`src/design/tcf_div.sv`:
```
// restoring divider, one quotient bit per cycle
module tcf_div (
  input  logic        clk,
  input  logic        rst_n,
  input  logic        go,
  input  logic [30:0] dividend,
  input  logic [15:0] divisor,
  output logic [30:0] quot,
  output logic        done
);
  logic [30:0] q_r;
  logic [15:0] rem_r, d_r;
  logic [4:0]  cnt_r;
  logic        run_r, done_r;
  logic [16:0] rem_sh;
  logic        fit;

  assign rem_sh = {rem_r, q_r[30]};
  assign fit    = rem_sh >= {1'b0, d_r};

  always_ff @(posedge clk) begin
    if (!rst_n) begin
      run_r  <= 1'b0;
      done_r <= 1'b0;
    end else begin
      done_r <= 1'b0;
      if (go) begin
        run_r <= 1'b1;
      end else if (run_r && cnt_r == 5'd0) begin
        run_r  <= 1'b0;
        done_r <= 1'b1;
      end
    end
  end

  always_ff @(posedge clk) begin
    if (go) begin
      q_r   <= dividend;
      rem_r <= '0;
      d_r   <= (divisor == '0) ? 16'd1 : divisor;
      cnt_r <= 5'd30;
    end else if (run_r) begin
      rem_r <= fit ? 16'(rem_sh - {1'b0, d_r}) : rem_sh[15:0];
      q_r   <= {q_r[29:0], fit};
      cnt_r <= cnt_r - 5'd1;
    end
  end

  assign quot = q_r;
  assign done = done_r;
endmodule

```
`config.mk`:
```
export PLATFORM = sky130hd
export DESIGN_NAME = tcf_div
export DESIGN_NICKNAME = d
export VERILOG_FILES = /design/src/design/tcf_div.sv
export SDC_FILE = /design/constraint.sdc
export NUM_CORES = 1
export LEC_CHECK = 0
export ABC_AREA = 0
export BUFFER_PORTS_ARGS = -buffer_cell sky130_fd_sc_hd__buf_2
export CAP_MARGIN = 15
export CORE_UTILIZATION = 45
export CTS_CLUSTER_DIAMETER = 60
export DETAILED_ROUTE_END_ITERATION = 16
export PLACE_DENSITY = 0.69
export SYNTH_ARGS = -nofsm -noshare
export SYNTH_HDL_FRONTEND = slang
export SYNTH_SLANG_ARGS = --single-unit
export TNS_END_PERCENT = 30
```
`constraint.sdc`:
```
create_clock -name clk -period 3.56 [get_ports clk]
set_clock_uncertainty 0.15 [all_clocks]
set_input_delay 0.356 -clock clk [delete_from_list [all_inputs] [get_ports clk]]
set_output_delay 0.356 -clock clk [all_outputs]
set_load 0.05 [all_outputs]
```
Word level (Yosys, flattened, before mapping)
Cells that the tools add are included.
{"block": "classes", "muxes": 6, "bitwise_logic": 1, "n_lt_le_gt_ge": 1, "n_reduce_logical": 6, "addsub": 2}
{"op": "31-bit two-way mux", "n": 2}
{"op": "17-bit by 16-bit greater-or-equal comparator with 1-bit output", "n": 1}
{"op": "16-bit zero test", "n": 1}
{"op": "16-bit two-way mux", "n": 1}
{"op": "16-bit subtractor", "n": 1}
{"op": "5-bit zero test", "n": 1}
{"op": "5-bit by 1-bit subtractor with 5-bit output, second input constant", "n": 1}
{"op": "2-bit nonzero test", "n": 2}
{"op": "1-bit two-way mux", "n": 3}
{"op": "2-bit OR reduction", "n": 1}
{"op": "1-bit logical AND", "n": 1}
{"op": "1-bit inverter", "n": 1}
{"block": "word_totals", "regBits": 70, "out_inout_bits": 32, "in_bits": 50, "elab_cells": 22}

Depth between registers and ports, before layout
Gate-level depths: netlist of run 1.
{"block": "logic_depth", "depth_word": 4, "mapped_depth": 10, "depth_no_buf": 9}

Least setup slack after synthesis of run 1
No wires, ideal clock.
{"block": "synth_path", "path_kind": "register -> register", "start": "register q_r[30], in the netlist quot[30]", "end": "register rem_r[14]", "arrival_ns": 2.316, "path_slack_ns": 0.964, "path_buffers": 0, "path_stages_with_launch": 10, "period_less_slack_ns": 2.596, "required_time_ns": 3.280, "setup_time_ns": 0.130, "path_cell_list": "edfxtp_1 -> inv_1 -> ha_1 -> fa_1 -> nand2b_1 -> a211oi_1 -> o211a_1 -> nor3_1 -> a311oi_1 -> o211ai_1"}
{"block": "synth_between", "elab_chain_cells": 2, "word_cells_on_any_way": 3, "cone_classes": "add/sub: 1; order compare: 1; mux: 1"}
{"element": "start, declared", "line": "11", "rtl": "logic [30:0] q_r;"}
{"element": "start signal, assigned", "line": "38", "rtl": "q_r <= dividend;"}
{"element": "start signal, assigned", "line": "44", "rtl": "q_r <= {q_r[29:0], fit};"}
{"element": "16-bit subtractor or 17-bit by 16-bit greater-or-equal comparator with 1-bit output (tied branches)", "line": "43, 19"}
{"element": "16-bit two-way mux (*)", "line": "43", "rtl": "rem_r <= fit ? 16'(rem_sh - {1'b0, d_r}) : rem_sh[15:0];"}
{"element": "end signal, assigned", "line": "43"}
{"element": "end, declared", "line": "12", "rtl": "logic [15:0] rem_r, d_r;"}
Every way passes the cells marked *; elsewhere a longest branch is shown, timed or not.
A chain may end at the register's enable or synchronous reset.

Worst setup path in the final report of run 1
{"block": "layout_path", "start": "register rem_r[6]", "end": "register rem_r[10]"}
{"block": "layout_between", "elab_chain_cells": 2, "word_cells_on_any_way": 3, "cone_classes": "add/sub: 1; order compare: 1; mux: 1"}
{"element": "16-bit subtractor or 17-bit by 16-bit greater-or-equal comparator with 1-bit output (tied branches)", "line": "43, 19"}
{"element": "16-bit two-way mux (*)", "line": "43"}
Marked as above.

==> metrics.cfg, run 1 <==
[synthesis]
synth.yosys.seq_area_share_pct=48.0
synth_edf_count=47
syn_inst=364
yosys_warnings=0
ys_types=58
syn-cell-area_um2=3900
synth_seq_cells=70
synth.avg_cell_area_um2=10.7
yosys_most_used_dff=edfxtp_1
synth_nets=432
async_reset_ff_share_pct=0

[floorplan]
core_area_um2=8300
die-area_um2=9040
ios=82
fp.dieH_um=95.1
die_x_um=95.1
rows=33
start_util_pct=47.0

[min_path]
holdPathEnd=d_r[12]
worstHoldStart=divisor[12]
hp-class=input pin to flop
worstHoldPathCells=1

[status]
status=finished clean

[critical_path]
path_cells=ha_1 > nand4_1 > or4_4 > a31oi_4 > nor2_1 > o311ai_1
crit_path_start_kind=flop
r2r-start=rem_r[6]
ff2ff_setup_slack_ns=0.93
rr_worst_depth=6
worstPathRequired_ns=3.65
cp_max_fo=12
critical_path.endpoint_type=flop
worst_path_largest_cell_delay_ns=0.56
crit_slowest_cell=or4_4
crit_arrival_ns=2.72
worst-setup-path-type=flop to flop
r2r_end=rem_r[10]

[routing]
drcViolationCount=0
via_per_inst=5.62
first_iter_violations=173
vias=3017
wl_per_cell_um=15.4
dr.pass1.iters=5
antenna_left=0
drt_wl_total_mm=8.30

[clock_network]
cts_tree=done
clkTransAtPathRegs_ns=0.08
htreeDepth=3
cts_buffer_depth=2
insertion_delay_ns=0.34
cts_root_buf=clkbuf_8
cts.sinks=70
ctsResizeCount=0
ctsHoldBuffers=0
cts_setup_buffers=0
cts_buffers=9

[cells_and_area]
area_growth_pct=15.1
layout-drive-gt1-share_pct=32.6
final_nets=495
multiInputGateArea_um2=1780
final_cell_mix=buf_2 (81), edfxtp_1 (47), mux2_2 (30)
num-fill-cells=692
regArea_um2=1870
utilization_pct=54.1
final_common_cell=buf_2
n_antenna_cell=0

[pwr]
power.leakage_nw=1.87
power_mw=2.00
peakVddDrop_v=0.000256
power.density_nw_per_um2=445

[sta]
post-route-period-util_pct=73.9
report.final.slew_viol_count=0
max_freq_mhz=380
slew_headroom_pct=48.4
setup_ws_ns=0.928
tns_ns=0
rsz0062_at_grt=no
setup_viol=0
tightest_slew_ns=0.773
hold_viol_final=0
period_needed_ns=2.63

[global_routing]
grt_max_degree=34
antenna_found_initial=0
first_global_vias=2906
grt_pass1_wl_mm=13.7
gr-usage-all-layers_pct=19.8
overflow=0

[place]
place.gp.congestion=0.931
io_buffers=81
pre_cts_ws_ns=0.954
place_hpwl_mm=6.18

[job]
drv_cap=0

-- worst max-delay path by stage --
stage                     cells past startpoint   endpoint      start
after floorplan                               9  rem_r[14]   quot[30]
after global placement                        6  rem_r[10]   rem_r[6]
after detailed placement                      7  rem_r[10]     d_r[6]
after CTS                                     7  rem_r[10]     d_r[6]
after global routing                          7  rem_r[10]  rem_r[10]
final                                         6  rem_r[10]   rem_r[6]
-- cell families after synthesis --
logic type / after synthesis / share of synthesized area, %
flip-flops: 70 / 48.0
AND/OR/NAND/NOR: 96 / 13.0
AO/OA/AOI/OAI: 78 / 14.8
multiplexers: 32 / 9.18
XOR/XNOR: 12 / 2.70
adder cells (fa/ha/maj): 18 / 5.97
buffers and inverters: 58 / 6.32
-- synthesized netlist by cell type (7+ instances only) --
master     n  area [µm²]
xnor2_1    9        78.8
edfxtp_1  47        1410
a311oi_1   9        78.8
mux2_2    30         338
inv_1     24        90.1
nand3_1    9        45.0
dfxtp_1   23         460
nor2_1    19        71.3
clkbuf_1  21        78.8
o21ai_0    7        35.0
a21oi_1   16        80.1
ha_1      17         213
nand2_1   17        63.8
nand4_1    8        50.1
o21ai_1    7        35.0
nor3_1     9        45.0
o211ai_1   7        52.6
nand2b_1   7        43.8
-- where the power goes --
part	internal, mW	total, mW	switching, mW
clock network	0.254	0.564	0.311
registers	0.942	0.981	0.0383
logic	0.157	0.454	0.297
-- worst max-delay path, delay by kind of cell, from the launching register on --
family                     cells  cell delay [ns]
AOI/OAI and AO/OA              2             0.67
and+or+nand+nor                3             0.89
adders and majority gates      1             0.46
DFF                            1             0.36
-- sequential cells by signal (all words and copies together), names as in the netlist --
signal	count
cnt_r	5
d_r	16
done	1
quot	31
rem_r	16
run_r	1
-- through the flow --
| step | cells | hold WS [ns] | area (µm²) |
|---|---|---|---|
| after floorplan | 364 | 0.303 | 3900 |
| after global placement | 521 | 0.326 | 4320 |
| after detailed placement | 521 | 0.333 | 4320 |
| after CTS | 537 | 0.0444 | 4490 |
| after global routing | 537 | 0.0411 | 4490 |
| final | 537 | 0.0603 | 4490 |
-- area by class of cell --
type	count	share of cell area, %
timing repair buffer	86	9.87
sequential	70	41.7
clock inverter	7	1.09
multi-input combinational	236	39.7
inverter	24	2.01
tap	105	2.93
clock buffer	9	2.76
-- per-layer routing --
metal | up-vias | GRT usage [%] | wire length [µm]
li1 | 1473 | - | -
met1 | 1425 | 25.2 | 3660
met2 | 104 | 32.3 | 3940
met3 | 15 | 5.66 | 519
met4 | 0 | 6.69 | 175
met5 | - | 0 | 0
Note: power is estimated with default switching activity, not from simulation.
==> inputs of run 2 (changes only) <==
- clock period: 3.56 -> 2.7 ns (I/O delays scaled with it)
==> run 2 against run 1 <==
  * Global-route usage up 0.36 points
  * Critical path type unchanged
  * Sequential share of layout area is 2.6 points lower
  * Combinational power up 39%
  * Wire length is 5.5% higher
==> metrics.cfg, run 2 (synthesis gave the netlist of run 1 again) <==
[status]
status=finished clean

[place]
io_buffers=81
place.gp.congestion=0.883
pre_cts_ws_ns=0.104
place_hpwl_mm=6.40
placed_cell_area_um2=4370

[sta]
setup_ws_ns=0.140
slew_headroom_pct=65.7
max_freq_mhz=391
tns_ns=0
period_needed_ns=2.56
post-route-period-util_pct=94.8
report.final.slew_viol_count=0
tightest_slew_ns=0.513
hold_viol_final=0
rsz0062_at_grt=no
setup_viol=0

[routing]
dr.pass1.iters=4
wl_per_cell_um=15.6
antenna_left=0
via_per_inst=5.55
first_iter_violations=147
drcViolationCount=0
drt_wl_total_mm=8.75
vias=3114

[cells_and_area]
largest_register_ff_count=31
utilization_pct=57.6
final_cell_mix=buf_2 (81), edfxtp_1 (47), mux2_2 (30)
area_growth_pct=22.7
n_antenna_cell=0
post-route-cell-area_um2=4780
layout-drive-gt1-share_pct=32.5
num-fill-cells=671
final_common_cell=buf_2
final_nets=519

[clock_network]
cts_tree=done
cts_root_buf=clkbuf_8
htreeDepth=3
cts_buffer_depth=2
cts.sinks=70
clkTransAtPathRegs_ns=0.08
cts_buffers=9
insertion_delay_ns=0.35

[critical_path]
cp_max_fo=11
worst_path_largest_cell_delay_ns=0.57
path_cells=inv_1 > ha_1 > nand4_1 > or4_4 > a31oi_4 > buf_12 > o21ai_1 > a311oi_1
worstPathRequired_ns=2.79
rr_worst_depth=8
cp_num_buf_inv=2
ff2ff_setup_slack_ns=0.14
worst-setup-path-type=flop to flop
crit_path_start_kind=flop
crit_slowest_cell=or4_4
critical_path.endpoint_type=flop
r2r-start=d_r[6]
r2r_end=rem_r[6]
critical-path-top-delay-family=simple AND/OR/NAND/NOR gates
crit_arrival_ns=2.65

[global_routing]
gr-usage-all-layers_pct=20.2
grt_pass1_wl_mm=13.8
grt_max_degree=32
antenna_found_initial=0
first_global_vias=2962
overflow=0

[job]
drv_cap=0

[min_path]
worstHoldPathCells=2
holdPathEnd=quot[29]
hp-class=input pin to flop
worstHoldStart=dividend[29]

[floorplan]
die_x_um=95.1
start_util_pct=47.0
fp.dieH_um=95.1
rows=33
core_area_um2=8300
ios=82
die-area_um2=9040

[pwr]
power.leakage_nw=2.01
peakVddDrop_v=0.000398
power_mw=2.87
power.density_nw_per_um2=600

==> run 2: changes by cell type in the layout (fill, tap and decap cells not counted) <==
cell           before  now
bufinv_16           0    2
inv_6               1    0
buf_12              0    1
clkinvlp_4          1    0
dlygate4sd3_1       0   16
buf_4               5   12
clkbuf_8            9   10
clkinv_2            3    1
clkbuf_1            0    1
a31o_4              0    1
a31o_2              1    0
==> run 2: cell type report <==
class / count / area (µm²) / area share (%)
clock inverter: 5 / 82.6 / 1.73
sequential: 70 / 1870 / 39.1
clock buffer: 11 / 141 / 2.96
timing repair buffer: 110 / 676 / 14.1
tap: 105 / 131 / 2.75
multi-input combinational: 236 / 1790 / 37.4
inverter: 24 / 90.1 / 1.88
==> run 2: metrics by stage <==
step,instances,hold WS [ns]
floorplan,364,0.232
global placement,528,0.314
detailed placement,528,0.317
CTS,560,0.0510
global route,561,0.0522
finish,561,0.0697
==> run 2: worst max path at each step <==
stage                  start         to  slack, ns  depth (start not counted)
floorplan           quot[30]  rem_r[14]       0.10                          9
global placement      d_r[6]  rem_r[10]       0.17                          7
detailed placement    d_r[6]   rem_r[1]       0.10                          7
CTS                   d_r[6]   rem_r[1]       0.08                          7
global route          d_r[6]   rem_r[4]      0.008                          8
finish                d_r[6]   rem_r[6]       0.14                          8
==> run 2: power breakdown <==
group          internal (mW)  leakage (nW)  switching (mW)
clock                  0.547         0.113           0.401
combinational          0.231          1.24           0.399
sequential              1.24         0.656          0.0505
total                   2.02          2.01           0.851
==> run 2: layer usage <==
layer  track usage [%]  routed length (µm)  vias up  share of wire [%]
li1                  -                   -     1521                  -
met1              23.4                3760     1449                 43
met2              34.6                4260      119                 49
met3              4.31                 470       25                5.4
met4              11.1                 260        0                3.0
met5                 0                   0        -                  0
==> run 2: what timing repair did <==
item / 4_1_cts / 5_1_grt
hold endpoints to repair: 16 / 0
setup buffers: 0 / 1
endpoints found under the setup margin: 0 / 10
resized for setup: 0 / 1
hold buffers: 16 / 0
==> run 2: worst reg2reg max path: stages, from the launching register on <==
cell and delay, ns:
edfxtp_1 0.32, inv_1 0.04, ha_1 0.45, nand4_1 0.17, or4_4 0.57, a31oi_4 0.22, buf_12 0.15, o21ai_1 0.06
a311oi_1 0.32
==> inputs of run 3 (changes only) <==
- BUFFER_PORTS_ARGS: -buffer_cell sky130_fd_sc_hd__buf_2 -> unset
- DONT_BUFFER_PORTS: unset -> 1
- PLACE_DENSITY: 0.69 -> 0.61
- clock period: 2.7 -> 3 ns (I/O delays scaled with it)
==> run 3 against run 2 <==
  * Largest power group unchanged
  * Sequential cell count stayed put
  * Via count decreased by 11%
  * Highest routed layer unchanged
  * Core utilization shrank 5.5 points
  * Critical endpoint is now rem_r[10]
  * Final cell count down 15%
  * Non-clock buffer count decreased by 84
  * Power decreased by 14%
  * Sequential power about the same
==> metrics.cfg, run 3 (synthesis gave the netlist of run 1 again) <==
[sta]
period_needed_ns=2.66
tightest_slew_ns=0.530
report.final.slew_viol_count=0
max_freq_mhz=377
slew_headroom_pct=64.6
setup_viol=0
rsz0062_at_grt=no
post-route-period-util_pct=88.5
hold_viol_final=0
tns_ns=0

[cells_and_area]
largest_register_ff_count=31
final_cell_mix=edfxtp_1 (47), mux2_2 (30), inv_1 (24)
final_nets=435
layout-drive-gt1-share_pct=16.7
final_common_cell=edfxtp_1
area_growth_pct=11.0
num-fill-cells=729
n_antenna_cell=0

[critical_path]
crit_arrival_ns=2.76
crit_slowest_cell=or4_4
cp_max_fo=12
worst_path_largest_cell_delay_ns=0.59
path_cells=ha_1 > nand4_1 > or4_4 > a31oi_4 > nor2_1 > o311ai_1
critical_path.endpoint_type=flop
crit_path_start_kind=flop
worst-setup-path-type=flop to flop
worstPathRequired_ns=3.11

[job]
drv_cap=0

[floorplan]
die_x_um=95.1
core_area_um2=8300
rows=33
ios=82
start_util_pct=47.0
die-area_um2=9040
fp.dieH_um=95.1

[place]
place_hpwl_mm=5.77
io_buffers=0
place.gp.congestion=0.834

[routing]
first_iter_violations=197
drcViolationCount=0
dr.pass1.iters=4
via_per_inst=5.83
vias=2780
wl_per_cell_um=17.7
antenna_left=0
drt_wl_total_mm=8.43

[clock_network]
cts.sinks=70
cts_root_buf=clkbuf_8
insertion_delay_ns=0.35
htreeDepth=3
clkTransAtPathRegs_ns=0.09
cts_buffer_depth=2
cts_tree=done
cts_buffers=9

[global_routing]
overflow=0
first_global_vias=2788
antenna_found_initial=0
grt_pass1_wl_mm=13.2
grt_max_degree=38
gr-usage-all-layers_pct=19.4

[pwr]
power.leakage_nw=1.66
power_mw=2.46
peakVddDrop_v=0.000448
power.density_nw_per_um2=568

[status]
status=finished clean

[min_path]
hp-class=input pin to flop

run 3: through the flow:
step	setup slack (ns)	utilization [%]	std cells	hold slack, ns	instance area, µm²
after CTS	0.348	51.9	475	0.00700	4310
after global routing	0.178	52.2	477	0.0000735	4330
after global placement	0.390	47.3	442	0.241	3930
after floorplan	0.404	-	364	0.262	3900
after detailed placement	0.369	47.3	442	0.242	3930
final	0.344	52.2	477	0.0167	4330
run 3: layout make-up:
| cell class | count | area (µm²) | area share, % |
|---|---|---|---|
| multi-input cells | 236 | 1780 | 41.1 |
| inverters | 24 | 90.1 | 2.08 |
| clock buffers | 9 | 124 | 2.86 |
| clock inverters | 7 | 78.8 | 1.82 |
| repair buffers | 26 | 253 | 5.84 |
| well taps | 105 | 131 | 3.03 |
| flip-flops and latches | 70 | 1870 | 43.2 |
run 3: final timing paths:
| check | from | end | slack, ns | cells past startpoint |
|---|---|---|---|---|
| worst max register to register | rem_r[9] | rem_r[10] | 0.34 | 6 |
| worst max-delay path | rem_r[9] | rem_r[10] | 0.34 | 6 |
| worst min-delay path | dividend[27] | quot[27] | 0.02 | 1 |
| worst min register to register | rem_r[8] | rem_r[8] | 0.36 | 2 |
run 3: critical path, delay by kind of cell (launching register included):
family / cells / cell delay [ns]
AO/OA/AOI/OAI: 2 / 0.68
adder cells (fa/ha/maj): 1 / 0.43
flip-flops: 1 / 0.35
AND/OR/NAND/NOR: 3 / 0.95
run 3: where the power goes:
group | internal, mW | switching, mW | total [mW]
sequential | 1.12 | 0.192 | 1.31
clock | 0.396 | 0.408 | 0.804
combinational | 0.158 | 0.182 | 0.340
total | 1.67 | 0.783 | 2.46
run 3: routing by layer:
| metal | track usage, % | up-vias | share of wire, % |
|---|---|---|---|
| li1 | - | 1355 | - |
| met1 | 24.4 | 1296 | 44 |
| met2 | 31.0 | 116 | 46 |
| met3 | 6.46 | 13 | 8.4 |
| met4 | 7.07 | 0 | 1.6 |
| met5 | 0 | - | 0 |
run 3: what timing repair did:
item,in CTS,in global routing
hold endpoints to repair,45,2
gates resized for setup,0,0
hold buffers,17,2
buffers inserted,0,0
