--- config.mk ---
export PLATFORM = sky130hd
export DESIGN_NAME = tcf_cordic
export DESIGN_NICKNAME = d
export VERILOG_FILES = /design/src/design/tcf_pkg.sv /design/src/design/tcf_cordic.sv
export SDC_FILE = /design/constraint.sdc
export NUM_CORES = 1
export LEC_CHECK = 0
export BUFFER_PORTS_ARGS = -buffer_cell sky130_fd_sc_hd__buf_2
export CORE_MARGIN = 5
export CORE_UTILIZATION = 40
export CTS_CLUSTER_DIAMETER = 150
export DETAILED_ROUTE_END_ITERATION = 8
export GPL_TIMING_DRIVEN = 1
export PLACE_DENSITY = 0.54
export SLEW_MARGIN = 20
export SYNTH_ARGS = -nofsm -noshare
export SYNTH_HDL_FRONTEND = slang
export SYNTH_SLANG_ARGS = --single-unit
--- constraint.sdc ---
create_clock -name clk -period 7.5 [get_ports clk]
set_input_delay 1.125 -clock clk [delete_from_list [all_inputs] [get_ports clk]]
set_output_delay 1.125 -clock clk [all_outputs]
set_load 0.01 [all_outputs]
--- src/design/tcf_pkg.sv ---
// shared types, codes and constants for the tilt complementary filter
package tcf_pkg;

  typedef struct packed {
    logic        [1:0]  mode;
    logic        [1:0]  action;
    logic signed [15:0] accel_x;
    logic signed [15:0] accel_y;
    logic signed [15:0] accel_z;
    logic signed [15:0] gyro_x;
    logic signed [15:0] gyro_y;
  } tcf_in_t;

  typedef struct packed {
    logic signed [31:0] pitch_out;
    logic signed [31:0] roll_out;
    logic signed [15:0] delta_x;
    logic signed [15:0] delta_y;
    logic               moving;
    logic               scrolling;
  } tcf_out_t;

  localparam logic [1:0] MODE_SAMPLE  = 2'd0;
  localparam logic [1:0] MODE_PRESS   = 2'd1;
  localparam logic [1:0] MODE_RELEASE = 2'd2;

  localparam logic [1:0] ACT_MOVE   = 2'd0;
  localparam logic [1:0] ACT_SCROLL = 2'd1;

  localparam logic [1:0] REG_WEIGHT  = 2'd0;
  localparam logic [1:0] REG_MULT    = 2'd1;
  localparam logic [1:0] REG_DIVISOR = 2'd2;

  localparam logic [15:0] WEIGHT_RST = 16'd64225;

  typedef enum logic [3:0] {
    S_IDLE, S_SQA, S_SQB, S_SQRT_GO, S_SQRT_WT, S_CORD_GO, S_CORD_WT,
    S_BL1, S_BL2, S_DMUL, S_DIV_GO, S_DIV_WT, S_OUT
  } tcf_state_t;

  // atan(2^-i) in Q2.30
  function automatic logic signed [33:0] atan_step(input logic [4:0] i);
    logic signed [33:0] v;
    case (i)
      5'd0:    v = 34'sd843314857;
      5'd1:    v = 34'sd497837829;
      5'd2:    v = 34'sd263043837;
      5'd3:    v = 34'sd133525159;
      5'd4:    v = 34'sd67021687;
      5'd5:    v = 34'sd33543516;
      5'd6:    v = 34'sd16775851;
      5'd7:    v = 34'sd8388437;
      5'd8:    v = 34'sd4194283;
      5'd9:    v = 34'sd2097149;
      default: v = (34'sd1 <<< 30) >>> i;
    endcase
    return v;
  endfunction

endpackage

--- src/design/tcf_cordic.sv ---
// iterative cordic vectoring unit giving atan(y/x) in q15.16
module tcf_cordic #(
  parameter int STEPS = 16
) (
  input  logic               clk,
  input  logic               rst_n,
  input  logic               go,
  input  logic [23:0]        x0,
  input  logic signed [24:0] y0,
  output logic signed [31:0] angle,
  output logic               done
);
  import tcf_pkg::*;

  localparam logic [4:0] LAST = 5'(STEPS - 1);

  logic signed [27:0] x_r, y_r;
  logic signed [33:0] z_r, z_rnd;
  logic [4:0]         i_r;
  logic               run_r, done_r, zero_r;
  logic signed [27:0] dx, dy;
  logic signed [33:0] za;

  assign dx = y_r >>> i_r;
  assign dy = x_r >>> i_r;
  assign za = atan_step(i_r);

  always_ff @(posedge clk) begin
    if (!rst_n) begin
      run_r  <= 1'b0;
      done_r <= 1'b0;
    end else begin
      done_r <= 1'b0;
      if (go) begin
        run_r <= 1'b1;
      end else if (run_r && i_r == LAST) begin
        run_r  <= 1'b0;
        done_r <= 1'b1;
      end
    end
  end

  always_ff @(posedge clk) begin
    if (go) begin
      x_r    <= 28'(signed'({1'b0, x0}));
      y_r    <= 28'(y0);
      z_r    <= '0;
      i_r    <= '0;
      zero_r <= (x0 == '0) && (y0 == '0);
    end else if (run_r) begin
      if (y_r > 0) begin
        x_r <= x_r + dx;
        y_r <= y_r - dy;
        z_r <= z_r + za;
      end else begin
        x_r <= x_r - dx;
        y_r <= y_r + dy;
        z_r <= z_r - za;
      end
      i_r <= i_r + 5'd1;
    end
  end

  assign z_rnd = (z_r + 34'sd8192) >>> 14;
  assign angle = zero_r ? '0 : z_rnd[31:0];
  assign done  = done_r;
endmodule

Word level (Yosys, flattened, before mapping):

Index checks and enable logic that the tools add are counted.

* output and inout port bits: 33
* input port bits: 52
* logic and storage cells: 51
* flip-flop bits (word level): 98

* eq/ne operators: 10
* add/subtract/negate cells: 8
* reductions and logical operators: 8
* shifts and indexed selects: 3
* bitwise logic cells: 1
* multiplexer cells: 12
* $lt $le $gt $ge: 1

Operators with widths (number)
* case mux 34 bit (10 select lines): 1
* 2-to-1 mux 28 bit: 4
* adder 28 bit: 2
* >>> shifter 28 x 5 -> 28 bit: 2
* subtractor 28 bit: 2
* 2-to-1 mux 24 bit: 2
* adder 34 x 15 -> 34 bit, second input constant: 1
* adder 34 bit: 1
* 2-to-1 mux 34 bit: 1
* >>> shifter 32 x 5 -> 34 bit, first input constant: 1
* subtractor 34 bit: 1
* 2-to-1 mux 32 bit: 1
* > comparator 28 x 1 -> 1 bit, second input constant: 1
* logical NOT 25 bit: 1
* logical NOT 24 bit: 1
* equality test 5 x 3 -> 1 bit, second input constant: 4
* equality test 5 x 4 -> 1 bit, second input constant: 3
* equality test 5 x 2 -> 1 bit, second input constant: 2
* adder 5 x 1 -> 5 bit, second input constant: 1
* equality test 5 x 1 -> 1 bit, second input constant: 1
* logical NOT 5 bit: 1
* nonzero test 2 bit: 2
* 2-to-1 mux 1 bit: 3
* logical AND 1 bit: 2
* other kinds (2): 2

Logic depth before layout (Yosys ltp):

Gate-level depths: netlist (run 1).

* word-level depth: 5
* mapped depth: 31

Worst setup path before layout (run 1):

OpenSTA, ideal clock, no wires.

* kind: register to register
* start: register i_r[1]
* end: register z_r[32]
* clock period less this slack: 5959 ps
* path slack: 1541 ps
* buffers on the path: 3
* data required time: 7414 ps
* stages on the path, launching flop included: 27
* arrival time: 5874 ps
* cells stage by stage: dfxtp_1 -> buf_6 -> buf_4 -> inv_2 -> clkbuf_1 -> ha_1 -> nand3b_1 -> nand2_1 -> o31ai_2 -> o211ai_1 -> nor4_1 -> nand2_1 -> nor2_1 -> a21oi_1 -> xor2_1 -> ha_1 -> a2111oi_0 -> o21ai_0 -> a31o_2 -> a221oi_1 -> o221ai_1 -> a21oi_1 -> o21ai_1 -> a211o_1 -> a31oi_1 -> xor2_1 -> a211oi_1

* longest elaborated chain between the ends: 4

RTL lines
* from (decl): line tcf_cordic.sv:19 `logic [4:0] i_r;`
* from (signal assigned): line tcf_cordic.sv:60 `i_r <= i_r + 5'd1;`
* >>> shifter 32 x 5 -> 34 bit, or another cell as far along: line tcf_pkg.sv:55 `default: v = (34'sd1 <<< 30) >>> i;`
* case mux 34 bit (10 select lines) (*): line tcf_pkg.sv:44 `case (i)`
* subtractor 34 bit / adder 34 bit (equally long branches): line tcf_cordic.sv:58, tcf_cordic.sv:54
* 2-to-1 mux 34 bit (*): line tcf_cordic.sv:51 `if (y_r > 0) begin`
* to (signal assigned): line tcf_cordic.sv:54 `z_r <= z_r + za;`
* to (signal assigned): line tcf_cordic.sv:58 `z_r <= z_r - za;`
* to (decl): line tcf_cordic.sv:18 `logic signed [33:0] z_r, z_rnd;`

Mark *: on every way between the ends. The rest lies on a longest branch, timed or not.
A chain may end at the register's enable or synchronous reset.

Worst setup path in the final report (run 1):

* start: register i_r[1]
* end: register y_r[26], data pin

* longest elaborated chain between the ends: 5

RTL lines
* >>> shifter 28 x 5 -> 28 bit (*): line tcf_cordic.sv:25 `assign dy = x_r >>> i_r;`
* adder 28 bit / subtractor 28 bit (equally long branches): line tcf_cordic.sv:57, tcf_cordic.sv:53
* 2-to-1 mux 28 bit (*): line tcf_cordic.sv:51
* 2-to-1 mux 28 bit (*): line tcf_cordic.sv:50 `end else if (run_r) begin`
* 2-to-1 mux 28 bit (*): line tcf_cordic.sv:44 `if (go) begin`
* to (signal assigned): line tcf_cordic.sv:46 `y_r <= 28'(y0);`
* to (signal assigned): line tcf_cordic.sv:53 `y_r <= y_r - dy;`
* to (signal assigned): line tcf_cordic.sv:57 `y_r <= y_r + dy;`
* to (decl): line tcf_cordic.sv:17 `logic signed [27:0] x_r, y_r;`

Mark *: on every way between the ends. The rest lies on a longest branch, timed or not. The select of a mux whose other input is x is not followed.

==> flow_summary.yaml, run 1 <==
logic_synthesis:
  syn_area_sq_um: 14400
  synth_top_family_by_area: "compound AO/OA/AOI/OAI gates"
  yosys.area_share.adder_pct: 8.94
  synth-compound-area-share_pct: 24.8
  ys_types: 88
  synth.largest_area_cell: "edfxtp_1"
  yosys.area_share.simple_pct: 19.8
  syn_nets: 1978
  synth-seq-area-share_pct: 17.3
  async_flop_share_pct: 0
  muxShareOfSynthArea_pct: 14.6
  ys_top_cells_by_area: "edfxtp_1 11%, ha_1 8.5%, mux4_2 6.9%, dfxtp_1 6.3%, a21oi_1 5.2%"
  ys_ff_latch: 98
  synth_top_area_share_pct: 11.1
  ys.flop_type: "edfxtp_1"
  synth_xor_area_share_pct: 9.25
  avgSynthCellArea_sq_um: 7.89
  synthCells: 1825
  synth_edf_count: 53
  yosysWarnings: 0
run_status:
  status: "completed"
timing:
  relSlewSlack_pct: 31.0
  setup_tns_ns: 0
  finalMaxSlewViolations: 0
  worst_pin_slew_ns: 1.03
  holdWs_ns: 0.474
  grt_setup_unrepaired: "no"
  hold_viol: 0
  worst_clock_skew_ns: 0.0149
  fmax_ghz: 0.148
  timing.final.crit_share_pct: 90.4
  setup_viol: 0
  timing.final.ws_setup_ns: 0.721
  fin_crit_ns: 6.78
floorplan:
  rows: 69
  dieArea_sq_um: 39900
  die_y_um: 200
  design.core.area_sq_um: 35600
  start_util_pct: 40.5
  ios: 85
  die_x_um: 200
clock_network:
  cts_setup_buffers: 0
  cts_buffers: 9
  clkLatencyLatePin_ns: 0.39
  cts_sinks: 98
  cts_buffer_depth: 2
  htreeDepth: 3
  clk_pin_slew_ns: 0.08
  clock-root-buffer: "clkbuf_16"
  cts_tree: "done"
critical_path:
  r2r_slack_ns: 0.72
  critPathLaunch: "i_r[1]"
  crit_required_ns: 7.63
  endpoint: "y_r[26]"
  r2r-end: "y_r[26]"
  cp.arrival_ns: 6.91
  endpoint_kind: "register"
  cp_max_fo: 46
  worstReg2RegStart: "i_r[1]"
  r2r_cells: 22
  crit_path_start_kind: "register"
  crit_type: "register to register"
run:
  cap_violations: 0
routing:
  ant_nets: 0
  wl_mm: 48.9
  vias: 14100
  drt_iter0_markers: 1074
  wl_per_cell_um: 21.3
  dr.pass1.iters: 5
  drc: 0
  drt-vias-per-instance: 6.12
global_route:
  grt_start_max_net_pins: 65
  grt_pass1_wl_mm: 76.3
  grt_pass1_vias: 13600
  grt_antenna_before_repair: 0
  grt_overflow: 0
  grtUsageTotal_pct: 24.2
final_layout:
  utilization_pct: 43.2
  num-fill-cells: 3654
  drive_gt1_share_pct: 13.1
  n_antenna_cell: 0
  final_cell_mix: "188 x nand2_1, 181 x nor2_1, 151 x a21oi_1"
  areaGrowthSynthToFinish_pct: 6.81
  final_cell_area_sq_um: 15400
  mostFrequentLayoutCell: "nand2_1"
  final_cells: 2299
  num-nets-final: 1986
pwr:
  power_density_nw_per_um2: 541
  max-vdd-ir-drop_mv: 0.319
  p_total_mw: 8.32
  leakage_nw: 6.19
min_path:
  hold_path.class: "register to register"
  min_delay_path_depth: 2
place:
  io_buffers: 84
  placed_cell_area_sq_um: 15100
  dp_worst_setup_slack_ns: 0.728
  post-dp-hpwl_mm: 37.7
  gp_congestion: 0.997
  place_inst: 2283
==> flip-flops by register name, summed over array words and instances (netlist names) <==
| register | cells |
|---|---|
| done | 1 |
| i_r | 5 |
| run_r | 1 |
| x_r | 28 |
| y_r | 28 |
| z_r | 34 |
| zero_r | 1 |
==> how the worst min path moves through the flow <==
stage / from / to / slack [ns]
2_1_floorplan: z_r[8] / z_r[8] / 0.45
3_3_place_gp: z_r[12] / z_r[12] / 0.46
3_5_place_dp: z_r[8] / z_r[8] / 0.47
4_1_cts: z_r[8] / z_r[8] / 0.48
5_1_grt: z_r[8] / z_r[8] / 0.50
6_report: z_r[8] / z_r[8] / 0.47
==> timing repair <==
action,4_1_cts,5_1_grt
gates resized for setup,0,1
hold buffers,0,0
hold endpoints to repair,0,0
setup endpoints to repair,0,1
==> report_power, final <==
part           switching, mW  total [mW]  leakage (nW)  internal, mW
Clock                  0.243       0.499         0.142         0.256
Sequential             0.472        1.38         0.911         0.910
Combinational           3.63        6.44          5.14          2.81
Total                   4.35        8.32          6.19          3.97
==> synthesized netlist by cell type, types with 9 or more instances <==
cell type  count
nand2_1      189
nor2_1       181
a21oi_1      151
o21ai_0      124
ha_1          98
xor2_1        77
xnor2_1       75
clkbuf_1      67
mux2i_1       67
edfxtp_1      53
dfxtp_1       45
inv_1         44
mux4_2        44
nand3_1       42
a21o_1        33
a211oi_1      30
nor3_1        30
nand2b_1      26
mux2_2        25
a31oi_1       22
and3_1        22
nor4_1        22
buf_2         21
o21a_1        19
buf_4         18
nor2b_1       17
o21bai_1      16
o31ai_1       16
and2_1        15
or3_1         14
nand4_1       13
o22ai_1       13
o221ai_1      12
mux2_1        10
a221oi_1       9
buf_1          9
o211ai_1       9
o21ai_1        9
==> final cells by class <==
type,instances,area [sq um],share of cell area (%)
clock buffer,13,272,1.77
clock inverter,3,22.5,0.146
inverter,48,180,1.17
multi-input combinational,1558,11100,72.5
sequential,98,2500,16.3
tap,461,577,3.75
timing repair buffer,118,678,4.41
==> critical path: stages, from the launching register on <==
cell	delay, ns
dfxtp_4	0.71
buf_4	0.58
mux2i_1	0.36
o22ai_1	0.16
o31ai_1	0.48
a222oi_1	0.28
or4b_4	0.57
nor3_1	0.21
nor2b_1	0.27
a21oi_1	0.12
xnor2_1	0.18
ha_1	0.39
and3_1	0.22
and3_1	0.19
nand2_1	0.06
o31ai_1	0.41
a21oi_1	0.21
o31ai_1	0.50
nor2b_1	0.22
nand2b_1	0.12
a21oi_1	0.07
xor2_1	0.12
o21ai_0	0.08
==> logic make-up after synthesis <==
family                   count (synthesis)
adder cells (fa/ha/maj)                101
buffers and inverters                  169
multiplexers                           149
AND/OR/NAND/NOR                        604
AO/OA/AOI/OAI                          552
flip-flops                              98
XOR/XNOR                               152
==> metal layers <==
metal / vias to the layer above / global-route usage [%] / wire length, um
met4: 0 / 10.8 / 2210
met5: - / 0 / 0
met1: 6656 / 31.0 / 21000
met3: 123 / 3.93 / 2730
met2: 466 / 40.3 / 23000
li1: 6821 / - / -
No activity file was read; power rests on OpenSTA's default activity.
==> run 2: changes to the inputs <==
--- a/config.mk
+++ b/config.mk
@@ -9,9 +9,10 @@
 export CORE_MARGIN = 5
 export CORE_UTILIZATION = 40
 export CTS_CLUSTER_DIAMETER = 150
+export CTS_CLUSTER_SIZE = 25
 export DETAILED_ROUTE_END_ITERATION = 8
 export GPL_TIMING_DRIVEN = 1
-export PLACE_DENSITY = 0.54
+export PLACE_DENSITY_LB_ADDON = 0.15
 export SLEW_MARGIN = 20
 export SYNTH_ARGS = -nofsm -noshare
 export SYNTH_HDL_FRONTEND = slang
==> constraint.sdc (replaced) <==
create_clock -name clk -period 6.9 [get_ports clk]
set_input_delay 1.035 -clock clk [delete_from_list [all_inputs] [get_ports clk]]
set_output_delay 1.035 -clock clk [all_outputs]
set_load 0.01 [all_outputs]
==> run 2 against run 1 <==
Net effect:
- combinational power increased by 9.0%
- routed wire length increased by 1.9%
- sequential share of layout area decreased by 0.083 points
- maximum frequency increased by 4.2%
- power increased by 9.1%
- register-to-register slack got worse by 0.33 ns
- count of clock-buffer cells in the layout decreased by 1
- global-route usage increased by 0.46 points
- critical path depth increased by 2
- final cell count increased by 0.39%
- core utilization increased by 0.22 points
- die area unchanged
==> flow_summary.yaml, run 2 (synthesis gave the netlist of run 1 again) <==
run_status:
  status: "completed"
critical_path:
  crit_required_ns: 7.03
  worstPathCellList: "buf_12, mux4_2, mux2_2, mux2_2, a221o_1, inv_1, ha_1, inv_1, nor4_4, nand2_1, a21oi_1, nor2_1, a21oi_1, a31oi_1, ha_1, a21o_1, a21oi_1, o21ai_0, a21oi_1, o21ai_0, a21o_1, a21oi_1, xor2_1, o21ai_0"
  crit_path_start_kind: "register"
  cp.arrival_ns: 6.63
  max_stage_delay_ns: 0.57
  critPathMostFrequentCell: "a21oi_1"
  cp_max_fo: 62
  worst_path_max_delay_cell: "mux4_2"
  r2r_slack_ns: 0.39
  crit_type: "register to register"
  endpoint_kind: "register"
timing:
  fmax_ghz: 0.154
  grt_setup_unrepaired: "no"
  hold_viol: 0
  worst_pin_slew_ns: 1.01
  setup_tns_ns: 0
  finalMaxSlewViolations: 0
  relSlewSlack_pct: 32.2
  setup_viol: 0
  worst_clock_skew_ns: 0.0147
  fin_crit_ns: 6.51
  timing.final.crit_share_pct: 94.3
pwr:
  leakage_nw: 6.24
  max-vdd-ir-drop_mv: 0.341
  intPower_mw: 4.32
  p_total_mw: 9.08
  power_frac_seq_pct: 16.7
  sw_frac_of_total_pct: 52.4
  p_switching_mw: 4.75
  power_density_nw_per_um2: 587
  clockPowerShare_pct: 6.0
  p_comb_share_pct: 77.4
final_layout:
  num-fill-cells: 3652
  areaGrowthSynthToFinish_pct: 7.36
  largest_registers: "z_r: 34 flops, x_r: 28 flops, y_r: 28 flops"
  utilization_pct: 43.5
  drive_gt1_share_pct: 13.4
  final_cell_area_sq_um: 15500
  n_antenna_cell: 0
  final_cell_mix: "188 x nand2_1, 181 x nor2_1, 151 x a21oi_1"
  num-nets-final: 1995
  mostFrequentLayoutCell: "nand2_1"
  largest_register_ffs: 34
  top_register: "z_r"
floorplan:
  die_x_um: 200
  start_util_pct: 40.5
  ios: 85
  design.core.area_sq_um: 35600
  die_y_um: 200
  rows: 69
  dieArea_sq_um: 39900
clock_network:
  clock-root-buffer: "clkbuf_16"
  clkLatencyLatePin_ns: 0.39
  cts_buffers: 9
  cts_buffer_depth: 2
  clk_pin_slew_ns: 0.08
  cts_setup_buffers: 0
  cts_tree: "done"
  htreeDepth: 3
  cts_sinks: 98
  cts.hold.buffers_added: 0
place:
  post-dp-hpwl_mm: 38.6
  placed_cell_area_sq_um: 15200
  gp_congestion: 0.943
  io_buffers: 84
global_route:
  grt_antenna_before_repair: 0
  grt_overflow: 0
  grt_pass1_wl_mm: 77.7
  grtUsageTotal_pct: 24.7
  grt_start_max_net_pins: 94
  grt_pass1_vias: 13600
routing:
  wl_per_cell_um: 21.6
  vias: 14300
  wl_mm: 49.8
  drt_iter0_markers: 1367
  dr.pass1.iters: 5
  drt-vias-per-instance: 6.17
  drc: 0
  ant_nets: 0
run:
  cap_violations: 0
min_path:
  hold_path.class: "register to register"
-- run 2: metrics by stage --
step	hold slack, ns	setup WS, ns	instances
floorplan	0.445	0.941	1825
global placement	0.466	0.605	2292
detailed placement	0.474	0.563	2292
CTS	0.486	0.509	2308
global route	0.514	0.0292	2308
finish	0.486	0.394	2308
-- run 2: area by class of cell --
| type | instances | area (sq um) | share of cell area (%) |
|---|---|---|---|
| clock buffer | 12 | 258 | 1.67 |
| clock inverter | 4 | 32.5 | 0.210 |
| inverter | 48 | 180 | 1.17 |
| multi-input combinational | 1558 | 11100 | 72.0 |
| sequential | 98 | 2500 | 16.2 |
| tap | 461 | 577 | 3.73 |
| timing repair buffer | 127 | 771 | 4.99 |
-- run 2: repair_timing --
item / 4_1_cts / 5_1_grt
hold endpoints to repair: 0 / 0
resized for setup: 0 / 1
endpoints found under the setup margin: 0 / 1
-- run 2: path summary, 6_finish.rpt --
check | from | end | cells past startpoint
setup / recovery | i_r[1] | x_r[20] | 24
hold reg to reg | z_r[8] | z_r[8] | 2
setup reg to reg | i_r[1] | x_r[20] | 24
hold / removal | z_r[8] | z_r[8] | 2
-- run 2: routing by layer --
layer,vias up,wire length (um),GRT usage [%]
met4,0,1880,9.33
met1,6814,21200,31.5
met5,-,0,0
met3,107,2750,3.30
li1,6821,-,-
met2,508,24000,42.6
-- run 2: power groups by stage --
stage | Sequential (mW) | Clock [mW] | Combinational (mW)
2_1_floorplan | 1.22 | 0 | 5.50
3_3_place_gp | 1.52 | 0 | 6.86
3_5_place_dp | 1.51 | 0 | 6.91
4_1_cts | 1.51 | 0.560 | 6.98
5_1_grt | 1.54 | 0.583 | 7.85
6_report | 1.51 | 0.540 | 7.02
-- run 2: worst max-delay path, delay by kind of cell (launching register included) --
| family | cells | cell delay, ns |
|---|---|---|
| mux | 3 | 1.21 |
| flops | 1 | 0.54 |
| compound gates | 12 | 2.40 |
| xor+xnor | 1 | 0.15 |
| buf+inv | 3 | 0.52 |
| fa+ha+maj | 2 | 0.70 |
| simple gates | 3 | 0.65 |
