===== config.mk =====
export PLATFORM = sky130hd
export DESIGN_NAME = tcf_isqrt
export DESIGN_NICKNAME = d
export VERILOG_FILES = /design/src/design/tcf_isqrt.sv
export SDC_FILE = /design/constraint.sdc
export NUM_CORES = 1
export LEC_CHECK = 0
export CAP_MARGIN = 40
export CORE_ASPECT_RATIO = 0.8
export CORE_MARGIN = 2
export CORE_UTILIZATION = 60
export CTS_BUF_LIST = sky130_fd_sc_hd__clkbuf_2 sky130_fd_sc_hd__clkbuf_4 sky130_fd_sc_hd__clkbuf_8
export DETAILED_ROUTE_END_ITERATION = 8
export DONT_BUFFER_PORTS = 1
export GPL_ROUTABILITY_DRIVEN = 0
export HOLD_SLACK_MARGIN = 0.12
export PLACE_DENSITY = 0.86
export SYNTH_ARGS = -nofsm -noshare
export SYNTH_HDL_FRONTEND = slang
export SYNTH_SLANG_ARGS = --single-unit

===== constraint.sdc =====
create_clock -name clk -period 3.2 [get_ports clk]
set_input_delay 0.32 -clock clk [delete_from_list [all_inputs] [get_ports clk]]
set_output_delay 0.32 -clock clk [all_outputs]
set_load 0.05 [all_outputs]

===== src/design/tcf_isqrt.sv =====
// iterative integer square root of a value scaled by 2^16, two radicand bits per cycle
module tcf_isqrt (
  input  logic        clk,
  input  logic        rst_n,
  input  logic        go,
  input  logic [31:0] val,
  output logic [23:0] root,
  output logic        done
);
  logic [47:0] rad_r;
  logic [26:0] rem_r;
  logic [23:0] root_r;
  logic [4:0]  cnt_r;
  logic        run_r, done_r;
  logic [26:0] rem_sh, trial;
  logic        fit;

  assign rem_sh = {rem_r[24:0], rad_r[47:46]};
  assign trial  = {1'b0, root_r, 2'b01};
  assign fit    = rem_sh >= trial;

  always_ff @(posedge clk) begin
    if (!rst_n) begin
      run_r  <= 1'b0;
      done_r <= 1'b0;
    end else begin
      done_r <= 1'b0;
      if (go) begin
        run_r <= 1'b1;
      end else if (run_r && cnt_r == 5'd0) begin
        run_r  <= 1'b0;
        done_r <= 1'b1;
      end
    end
  end

  always_ff @(posedge clk) begin
    if (go) begin
      rad_r  <= {val, 16'd0};
      rem_r  <= '0;
      root_r <= '0;
      cnt_r  <= 5'd23;
    end else if (run_r) begin
      rad_r  <= {rad_r[45:0], 2'b00};
      rem_r  <= fit ? rem_sh - trial : rem_sh;
      root_r <= {root_r[22:0], fit};
      cnt_r  <= cnt_r - 5'd1;
    end
  end

  assign root = root_r;
  assign done = done_r;
endmodule


# After elaboration in Yosys (flattened, before gate mapping)
# Cells that the tools add are included.
op_classes:
  n_reduce_logical: 5
  n_lt_le_gt_ge: 1
  muxes: 6
  bitwise_logic: 1
  add_sub_neg: 2
ops:
  columns: ["op", "count"]
  rows:
  - ["$mux W48", 2]
  - ["$ge A27 B26 Y1", 1]
  - ["$mux W25", 1]
  - ["$sub A25 B25 Y25", 1]
  - ["$logic_not A5 Y1", 1]
  - ["$sub A5 B1 Y5 const B", 1]
  - ["$reduce_bool A2 Y1", 2]
  - ["$mux W1", 3]
  - ["$reduce_or A2 Y1", 1]
  - ["$logic_and A1 B1 Y1", 1]
  - ["$not A1 Y1", 1]
word_totals:
  register_bits: 88
  inputBits: 35
  out_inout_bits: 25
  wordCells: 21

# Longest topological paths before layout
# Gate-level depths: netlist of the first run.
depth:
  word_depth: 4
  mapped_depth: 11
  ltp_nobuf: 9

# Least setup slack after synthesis of the first run
# Ideal clock, no wire load.
synth_timing:
  path_kind: "register -> register"
  start: "register root_r[11] (netlist: root[11])"
  end: "register rem_r[1]"
  n_path_buf: 1
  setup_slack_ps: 361
  path_stages_with_launch: 11
  t_required_ps: 3121
  arrival_time_ps: 2760
  setup_time_ps: 79
  period_less_slack_ps: 2839
  path_cell_list: "dfxtp_1 inv_1 ha_1 buf_2 nand4_1 or4_4 nor4_4 a311oi_2 and3_4 mux2_4 a211oi_2"
synth_via:
  elab_chain_cells: 2
synth_rtl:
  columns: ["element", "line", "source"]
  rows:
  - ["from (decl)", "12", "logic [23:0] root_r;"]
  - ["from (signal assigned)", "46", "root_r <= {root_r[22:0], fit};"]
  - ["$ge A27 B26 Y1", "20", "assign fit = rem_sh >= trial;"]
  - ["$mux W25", "45", "rem_r <= fit ? rem_sh - trial : rem_sh;"]
  - ["to (signal assigned)", "45", null]
  - ["to (decl)", "11", "logic [26:0] rem_r;"]
# Every way passes these cells.
# A chain may end at the register's enable or synchronous reset.

# Worst setup path after layout of the first run
layout_timing:
  start: "register root_r[18] (netlist: root[18])"
  end: "register rem_r[13]"
# Same word-level chain as after synthesis.

==> metrics.md, run 1 <==
| Metric | Value |
|---|---|
| Status | finished clean |
| GRT Resource Usage Total | 0.2567 |
| Peak VDD IR | 600.8 uV |
| Synth Area in Adders | 0.06542 |
| Setup crit end kind | flip-flop |
| Top-count cell post-synth | nor2_1 |
| RSZ-0062 raised after global routing | false |
| Avg WL per Cell | 18.02 um |
| Fin. Hold Viols | 0 |
| CP Data Arrival Time | 3.15 ns |
| Vias per inst | 6.264 |
| Clock Tree Buf Depth | 2 |
| Xor/xnor share of the synthesized area | 0.03223 |
| Cells along the critical path | inv_1 > ha_1 > a21o_1 > a21o_1 > a21o_1 > a311oi_2 > nand3_4 > and2_1 > a211oi_1 |
| Fillers | 643 |
| Post-synth EDFFs | 32 |
| Share of layout cells above drive strength 1 | 0.1609 |
| Pins Over Slew Limit | 0 |
| Worst-Margin Slew | 0.8997 ns |
| Critical Path RT | 3.48 ns |
| Die X | 107.7 um |
| I/O Buffers | 0 |
| Bufs and invs on worst path | 1 |
| Post-synth top area share | 0.2171 |
| Worst Hold Class | in2reg |
| Reg-to-reg endpoint | rem_r[13]$_SDFFE_PP0P_ |
| Worst skew pair latency | 0.37 ns |
| Slowest-stage cell, CP | ha_1 |
| Most frequent CP cell | a21o_1 |
| CTS tree | built |
| Synth warn | 0 |
| Sequential area share after synthesis | 0.4032 |
| I/O Pins | 60 |
| Main combinational cell family by area after synthesis | simple AND/OR/NAND/NOR gates |
| Top delay family on crit path | compound AO/OA/AOI/OAI gates |
| WS Path Type | reg2reg |
| Via Count | 4128 |
| Worst-case hold slack | 0.1554 ns |
| Syn_area_per_cell | 9.724 um^2 |
| Clock Skews | 0.01231 ns |
| Gr ovfl total | 0 |
| Cell area after synthesis | 5164 um^2 |
| Post-route minimum period | 2.874 ns |
| Pin count of the biggest net entering global routing | 76 |
| Core area | 8408 um^2 |
| Final routed DRC violation total | 0 |
| Synth cell count leaders | nor2_1, dfxtp_1, mux2i_1, inv_1, edfxtp_1 |
| TritonCTS Sinks | 88 |
| Primary FF master, synth | dfxtp_1 |
| Count of final setup violators | 0 |
| Setup TNS | 0 ns |
| First-pass GRT wire length | 19020 um |
| Post-CTS sizing | 0 |
| Post-Synth Simple-Gate Area | 0.1556 |
| Hold_buf cts | 3 |
| CP max stage delay | 0.45 ns |
| Layout Nets | 604 |
| Worst reg2reg path startpoint | root[18]$_SDFFE_PP0P_ |
| Root Driver | clkbuf_8 |
| Yosys cell types | 63 |
| Clock slew at reported path FFs | 0.10 ns |
| Final wirelength | 11870 um |
| Antenna cells | 0 |
| LEAKAGE | 0.002265 uW |
| Worst hold endpoint | rad_r[16]$_SDFFCE_PN0P_ |
| CTS buffer count | 9 |
| DIE AREA | 9369 um^2 |
| Vias in the first global route | 3958 |
| Initial detailed-routing violation count | 352 |
| Pre-antenna DRT Iters | 5 |
| Depth of the worst hold-timing path | 1 |
| Area contributors post-synth | dfxtp_1, edfxtp_1, mux2i_1 |
| Depth of the worst register-to-register path | 9 |
| Worst R2R Setup Slack | 0.33 ns |
| P&R area growth vs syn | 9.498% |
| Synth Register Bits | 88 |
| Cells after Synth | 531 |
| Async set-reset flop share out of synthesis | 0 |
| Crit path max fanout | 24 |
| Power Density | 969.4 nW/um^2 |
| Post-Syn Nets | 593 |
| Worst slew margin | 0.4002 |
| Die height | 86.98 um |
| Initial antenna violation count | 0 |
| Initial Utilization | 0.6141 |
| Count of maximum capacitance violations | 0 |
| # Post-CTS Setup Buffers | 0 |
| Synth area leader | dfxtp_1 |
| HPWL Detailed | 7738 um |
| H-tree depth | 3 |
| Final Cycle Share | 0.8981 |
| CP Launch Type | flip-flop |
| Utilization after layout | 0.6725 |
| Min-Delay Startpoint | val[0] |
| FMAX | 348.0 MHz |
| Row cnt | 30 |
| Mux share of post-synthesis cell area | 0.1401 |
| Final ANT Viol Nets | 0 |
| Post-synthesis compound-gate area fraction | 0.1500 |
[per-stage QoR]
step	instance area [um^2]	total power, uW	setup WS (ns)	std cells
floorplan	5164	4039	0.3607	531
CTS	5654	5400	0.3534	659
detailed placement	5390	4463	0.3864	640
global route	5654	5758	0.03902	659
global placement	5363	4313	0.5407	639
finish	5654	5481	0.3262	659
[layer usage]
layer,wire (um),vias up,track usage
met3,943,32,0.06657
met2,5626,196,0.4242
met1,5047,1951,0.3335
met4,256,0,0.07692
li1,-,1949,-
met5,0,-,0
[worst max-delay path by stage]
| stage | start | endpoint | slack, ns | cells past startpoint |
|---|---|---|---|---|
| after floorplan | root[11]$_SDFFE_PP0P_ | rem_r[1]$_SDFFE_PP0P_ | 0.36 | 10 |
| after global placement | root[18]$_SDFFE_PP0P_ | rem_r[13]$_SDFFE_PP0P_ | 0.54 | 9 |
| after detailed placement | root[18]$_SDFFE_PP0P_ | rem_r[13]$_SDFFE_PP0P_ | 0.39 | 9 |
| after CTS | root[18]$_SDFFE_PP0P_ | rem_r[13]$_SDFFE_PP0P_ | 0.35 | 9 |
| after global routing | root[15]$_SDFFE_PP0P_ | rem_r[16]$_SDFFE_PP0P_ | 0.04 | 9 |
| final | root[18]$_SDFFE_PP0P_ | rem_r[13]$_SDFFE_PP0P_ | 0.33 | 9 |
[placed cells by master, fill, tap and decap left out, types with 6 or more instances in the layout]
cell      instances
a211oi_1         19
a21o_1           12
a21oi_1          18
and3_1            6
buf_4            28
clkbuf_8          9
dfxtp_1          55
edfxtp_1         32
ha_1             27
inv_1            33
mux2_2           30
mux2i_1          37
nand2_1          23
nand2b_1          9
nand4_1           8
nor2_1           62
nor3_1           16
o211ai_1          7
o21ai_0          15
xnor2_1           7
xor2_1           12
[kinds of logic (layout without fill, tap and decap cells)]
| kind of cell | Yosys count | count (layout) |
|---|---|---|
| buf+inv | 65 | 81 |
| compound gates | 108 | 108 |
| simple gates | 156 | 156 |
| fa+ha+maj | 27 | 27 |
| mux | 68 | 68 |
| xor+xnor | 19 | 19 |
| flops | 88 | 88 |
[final cells by class]
| class | instances | area, um^2 | share of cell area |
|---|---|---|---|
| clock inverters | 6 | 92.59 | 0.01638 |
| clock buffers | 10 | 131.4 | 0.02324 |
| inverters | 33 | 123.9 | 0.02191 |
| flip-flops and latches | 88 | 2083 | 0.3684 |
| well taps | 112 | 140.1 | 0.02478 |
| repair buffers | 32 | 277.8 | 0.04913 |
| multi-input cells | 378 | 2805 | 0.4961 |
[state kept, by name (all words and copies together), names as in the netlist]
name and cells:
cnt_r 5, root 24, run_r 1, rad_r 32, rem_r 25, done 1
[report_power, final]
group          switching [uW]  internal, uW
clock                     428           454
combinational            1860          1300
sequential                118          1330
total                    2400          3080
(Power assumes the default switching activity.)
==> run 2, diff against run 1 <==
- clock period: 3.2 -> 2.8 ns (I/O delays scaled with it)
==> run 2 against run 1 <==
  * Combinational power is 23% higher
  * Critical path depth unchanged
  * Sequential power increased by 15%
  * Fmax is 5.6% higher
  * Hold slack worse by 0.016 ns
  * Utilization increased by 1.6 points
  * Critical path type unchanged
  * Global-route usage down 0.18 points
  * Clock skew is 0.0022 ns higher
  * Die area did not move
==> metrics.md, run 2 (synthesis gave the netlist of run 1 again) <==
| Metric | Value |
|---|---|
| Cell Area, Placed | 5423 um^2 |
| WS Path Type | reg2reg |
| Switching power | 2922 uW |
| Count of final setup violators | 0 |
| Final ANT Viol Nets | 0 |
| CP Launch Type | flip-flop |
| Row cnt | 30 |
| I/O Pins | 60 |
| Initial detailed-routing violation count | 451 |
| Fin. Hold Viols | 0 |
| Gr ovfl total | 0 |
| H-tree depth | 3 |
| LEAKAGE | 0.002322 uW |
| RSZ-0062 raised after global routing | true |
| Largest Register | rad_r |
| First-pass GRT wire length | 18950 um |
| Final wirelength | 12190 um |
| Crit path max fanout | 11 |
| Worst-Margin Slew | 0.7313 ns |
| Worst Hold Class | in2reg |
| Vias per inst | 6.178 |
| TritonCTS Sinks | 88 |
| Slowest-stage cell, CP | or4_4 |
| Comb pwr share | 0.597 |
| Via Count | 4158 |
| I/O Buffers | 0 |
| Initial antenna violation count | 0 |
| Placement Setup Slack | 0.06687 ns |
| Commonest non-fill, non-tap cell in the layout | nor2_1 |
| Peak VDD IR | 665.8 uV |
| Flop pwr share | 0.252 |
| CP max stage delay | 0.58 ns |
| Setup WS post-layout | 0.07809 ns |
| Count of maximum capacitance violations | 0 |
| Pre-antenna DRT Iters | 8 |
| Die height | 86.98 um |
| Commonest non-fill, non-tap cells in the layout | nor2_1, dfxtp_1, mux2i_1, buf_4, inv_1 |
| Final Cycle Share | 0.9721 |
| Pins Over Slew Limit | 0 |
| Final routed DRC violation total | 0 |
| Internal Dissipation | 3605 uW |
| DIE AREA | 9369 um^2 |
| Finished Cell Area | 5791 um^2 |
| Setup crit end kind | flip-flop |
| Root Driver | clkbuf_8 |
| Die X | 107.7 um |
| Clock share of power | 0.151 |
| Cells along the critical path | inv_1 > ha_1 > nand4_1 > or4_4 > nor4_4 > a311oi_4 > and3_4 > mux2_4 > a211oi_2 |
| Total Power | 6527 uW |
| HPWL Detailed | 7898 um |
| Vias in the first global route | 3922 |
| Share of layout cells above drive strength 1 | 0.1836 |
| CTS tree | built |
| Core area | 8408 um^2 |
| Avg WL per Cell | 18.11 um |
| Initial Utilization | 0.6141 |
| Pin count of the biggest net entering global routing | 49 |
| FMAX | 367.4 MHz |
| Post-route minimum period | 2.722 ns |
| Worst skew pair latency | 0.37 ns |
| CP Data Arrival Time | 3.01 ns |
| Clock slew at reported path FFs | 0.09 ns |
| Setup TNS | 0 ns |
| GRT Resource Usage Total | 0.2549 |
| Layout Nets | 619 |
| CTS buffer count | 9 |
| Status | finished clean |
| Critical Path RT | 3.09 ns |
| Antenna cells | 0 |
| Clock Tree Buf Depth | 2 |
| Worst slew margin | 0.5106 |
| Max FFs per register | 32 |
| Switching share of power | 0.4477 |
| P&R area growth vs syn | 12.14% |
| Fillers | 666 |
| Clock Skews | 0.01453 ns |
| Power Density | 1127 nW/um^2 |
run 2: cell types whose count changed in the layout (fill, tap and decap cells not counted), sizes merged:
cell         previous run  this run
clkbuf                 10         9
nand3                   6         7
buf                    30        37
dlygate4sd3             2         9
run 2: repair_timing:
| item | in CTS | in global routing |
|---|---|---|
| hold buffers | 4 | 6 |
| endpoints found under the setup margin | 0 | 22 |
| buffers inserted | 0 | 1 |
| endpoints found under the hold margin | 50 | 6 |
| resized for setup | 0 | 4 |
run 2: metal layers:
metal | track usage | vias to the layer above | part of all wire
met3 | 0.07330 | 32 | 0.080
met5 | 0 | - | 0
met2 | 0.4025 | 192 | 0.48
met1 | 0.3406 | 1946 | 0.42
met4 | 0.08042 | 0 | 0.017
li1 | - | 1988 | -
run 2: worst paths after layout:
check	startpoint	depth (start not counted)	slack, ns	end
hold reg to reg	rem_r[24]$_SDFFE_PP0P_	2	0.50	rem_r[24]$_SDFFE_PP0P_
setup / recovery	root[10]$_SDFFE_PP0P_	9	0.08	rem_r[1]$_SDFFE_PP0P_
hold / removal	val[29]	1	0.14	rad_r[45]$_DFFE_PP_
setup reg to reg	root[10]$_SDFFE_PP0P_	9	0.08	rem_r[1]$_SDFFE_PP0P_
run 2: metrics by stage:
step           instances  hold WS (ns)  utilization
6_report             673        0.1394       0.6887
5_1_grt              673        0.1202       0.6887
4_1_cts              665        0.1213       0.6766
3_5_place_dp         646        0.3570       0.6449
3_3_place_gp         646        0.3527       0.6449
2_1_floorplan        531        0.4017            -
run 2: cell type report:
class                   count  area (um^2)  area share
multi-input cells         379         2839      0.4903
flip-flops and latches     88         2091      0.3611
repair buffers             46        380.4     0.06569
well taps                 112        140.1     0.02420
clock buffers               9        123.9     0.02139
inverters                  33        123.9     0.02139
clock inverters             6        92.59     0.01599
run 2: critical path, delay by kind of cell (launching register included):
family	cells	cell delay, ns
AOI/OAI and AO/OA	2	0.29
muxes	1	0.31
adders and majority gates	1	0.39
buffers and inverters	1	0.05
and+or+nand+nor	4	1.25
DFF	1	0.34
run 2: power by group through the flow:
stage	clock network, uW	registers, uW	logic, uW
5_1_grt	1050	1660	4180
2_1_floorplan	0	1640	2970
4_1_cts	1000	1640	3570
6_report	983	1650	3900
3_3_place_gp	0	1650	3340
3_5_place_dp	0	1670	3510
==> run 3, diff against run 2 <==
- ABC_CLOCK_PERIOD_IN_PS: unset -> 2800
- PLACE_DENSITY: 0.86 -> 0.76
==> run 3 against run 2 <==
  * Flip-flop and latch count is the same
  * Fmax shrank 0.18%
  * Global-route usage shrank 0.45 points
  * Sequential share of layout area shrank 0.79 points
  * Non-clock buffer count grew 16
==> metrics.md, run 3 (synthesis gave the netlist of run 1 again) <==
| Metric | Value |
|---|---|
| Status | finished clean |
| Die X | 107.7 um |
| Final ANT Viol Nets | 0 |
| Worst R2R Setup Slack | 0.07 ns |
| Final wirelength | 11110 um |
| Final routed DRC violation total | 0 |
| Count of maximum capacitance violations | 0 |
| HPWL Detailed | 7733 um |
| Initial Utilization | 0.6141 |
| Pre-antenna DRT Iters | 7 |
| CTS tree | built |
| Area taken by multi-input logic gates | 2813 um^2 |
| FMAX | 366.7 MHz |
| Initial antenna violation count | 0 |
| WS Path Type | reg2reg |
| Setup crit end kind | flip-flop |
| I/O Pins | 60 |
| Setup WS post-layout | 0.07328 ns |
| Count of final setup violators | 0 |
| DIE AREA | 9369 um^2 |
| CP Data Arrival Time | 3.02 ns |
| Max FFs per register | 32 |
| Layout Nets | 634 |
| Largest Register | rad_r |
| Utilization after layout | 0.7040 |
| TritonCTS Sinks | 88 |
| Die height | 86.98 um |
| Routed met3 length | 664 um |
| Worst Hold Class | in2reg |
| GRT Resource Usage Total | 0.2504 |
| Fin. Hold Viols | 0 |
| Antenna cells | 0 |
| Worst skew pair latency | 0.37 ns |
| Finished Cell Area | 5919 um^2 |
| LEAKAGE | 0.002388 uW |
| CP endpoint | rem_r[1]$_SDFFE_PP0P_ |
| I/O Buffers | 0 |
| Depth of the worst register-to-register path | 9 |
| Clock Skews | 0.009479 ns |
| Setup TNS | 0 ns |
| Pins Over Slew Limit | 0 |
| Worst reg2reg path startpoint | root[6]$_SDFFE_PP0P_ |
| Register area | 2091 um^2 |
| H-tree depth | 3 |
| Fillers | 669 |
| Vias per inst | 5.970 |
| Fin cells | 689 |
| Root Driver | clkbuf_8 |
| CTS buffer count | 9 |
| Pin count of the biggest net entering global routing | 51 |
| Post-route minimum period | 2.727 ns |
| Vias in the first global route | 3991 |
| Avg WL per Cell | 16.12 um |
| Via Count | 4113 |
| Row cnt | 30 |
| Power Density | 1084 nW/um^2 |
| Critical Path RT | 3.09 ns |
| Clock slew at reported path FFs | 0.09 ns |
| Core area | 8408 um^2 |
| Cell Area, Placed | 5450 um^2 |
| DP Cell Count | 648 |
| Gr ovfl total | 0 |
| Worst slew margin | 0.4750 |
| WL met1 | 5008 um |
| Crit path max fanout | 11 |
| Critical path launch point | root[6]$_SDFFE_PP0P_ |
| Worst-Margin Slew | 0.7846 ns |
| Commonest non-fill, non-tap cell in the layout | nor2_1 |
| Clock Tree Buf Depth | 2 |
| Peak VDD IR | 637.0 uV |
| Final Cycle Share | 0.9738 |
| Share of layout cells above drive strength 1 | 0.1820 |
| Placement Setup Slack | 0.06386 ns |
| Initial detailed-routing violation count | 275 |
| P&R area growth vs syn | 14.64% |
| WL met2 | 5282 um |
| Reg-to-reg endpoint | rem_r[1]$_SDFFE_PP0P_ |
| Commonest non-fill, non-tap cells in the layout | nor2_1, dfxtp_1, mux2i_1, buf_4, inv_1 |
| First-pass GRT wire length | 18550 um |
| CP Launch Type | flip-flop |
| Top routing layer in use | met4 |
[run 3: changes by cell type in the layout (fill, tap and decap cells not counted), moves of 2 or more]
cell | previous run | this run
dlygate4sd3_1 | 9 | 22
buf_12 | 1 | 3
clkbuf_4 | 0 | 2
clkinvlp_4 | 2 | 0
clkinv_1 | 0 | 2
[run 3: power breakdown]
part	leakage, uW	internal [uW]	switching [uW]
combinational	0.00150	1780	2110
sequential	0.000783	1510	122
clock	0.000100	434	456
total	0.00239	3730	2690
[run 3: worst min-delay path by stage]
| stage | startpoint | endpoint | depth (start not counted) |
|---|---|---|---|
| 2_1_floorplan | rst_n | done$_SDFF_PP0_ | 1 |
| 3_3_place_gp | go | rem_r[1]$_SDFFE_PP0P_ | 1 |
| 3_5_place_dp | go | root[18]$_SDFFE_PP0P_ | 1 |
| 4_1_cts | val[25] | rad_r[41]$_DFFE_PP_ | 1 |
| 5_1_grt | val[24] | rad_r[40]$_DFFE_PP_ | 1 |
| 6_report | val[22] | rad_r[38]$_DFFE_PP_ | 1 |
[run 3: layout make-up]
type	instances	share of cell area
inverters	33	0.02093
repair buffers	62	0.09427
well taps	112	0.02367
flip-flops and latches	88	0.3532
clock buffers	11	0.02346
multi-input cells	378	0.4752
clock inverters	5	0.009300
[run 3: worst max-delay path: stages (launching register included)]
cell and delay (ns):
dfxtp_1 0.34, inv_1 0.04, ha_1 0.33, a211oi_1 0.32, o21bai_1 0.19, a221oi_2 0.35
a21o_1 0.23, and3_4 0.30, mux2_4 0.32, a211oi_2 0.22
[run 3: layer usage]
metal | global-route usage | up-vias
met2 | 0.4065 | 139
met3 | 0.05759 | 18
met5 | 0 | -
li1 | - | 2020
met1 | 0.3341 | 1936
met4 | 0.08042 | 0
[run 3: per-stage QoR]
step                hold slack (ns)  total power [uW]
floorplan                    0.4017              4616
CTS                          0.1211              6239
detailed placement           0.3582              5295
global route                 0.1200              6850
finish                       0.1368              6419
global placement             0.3512              5178
[run 3: what timing repair did]
item                                    in CTS  in global routing
setup buffers                                0                  2
hold buffers                                22                  1
hold endpoints to repair                    69                  1
endpoints found under the setup margin       0                 10
resized for setup                            0                  3
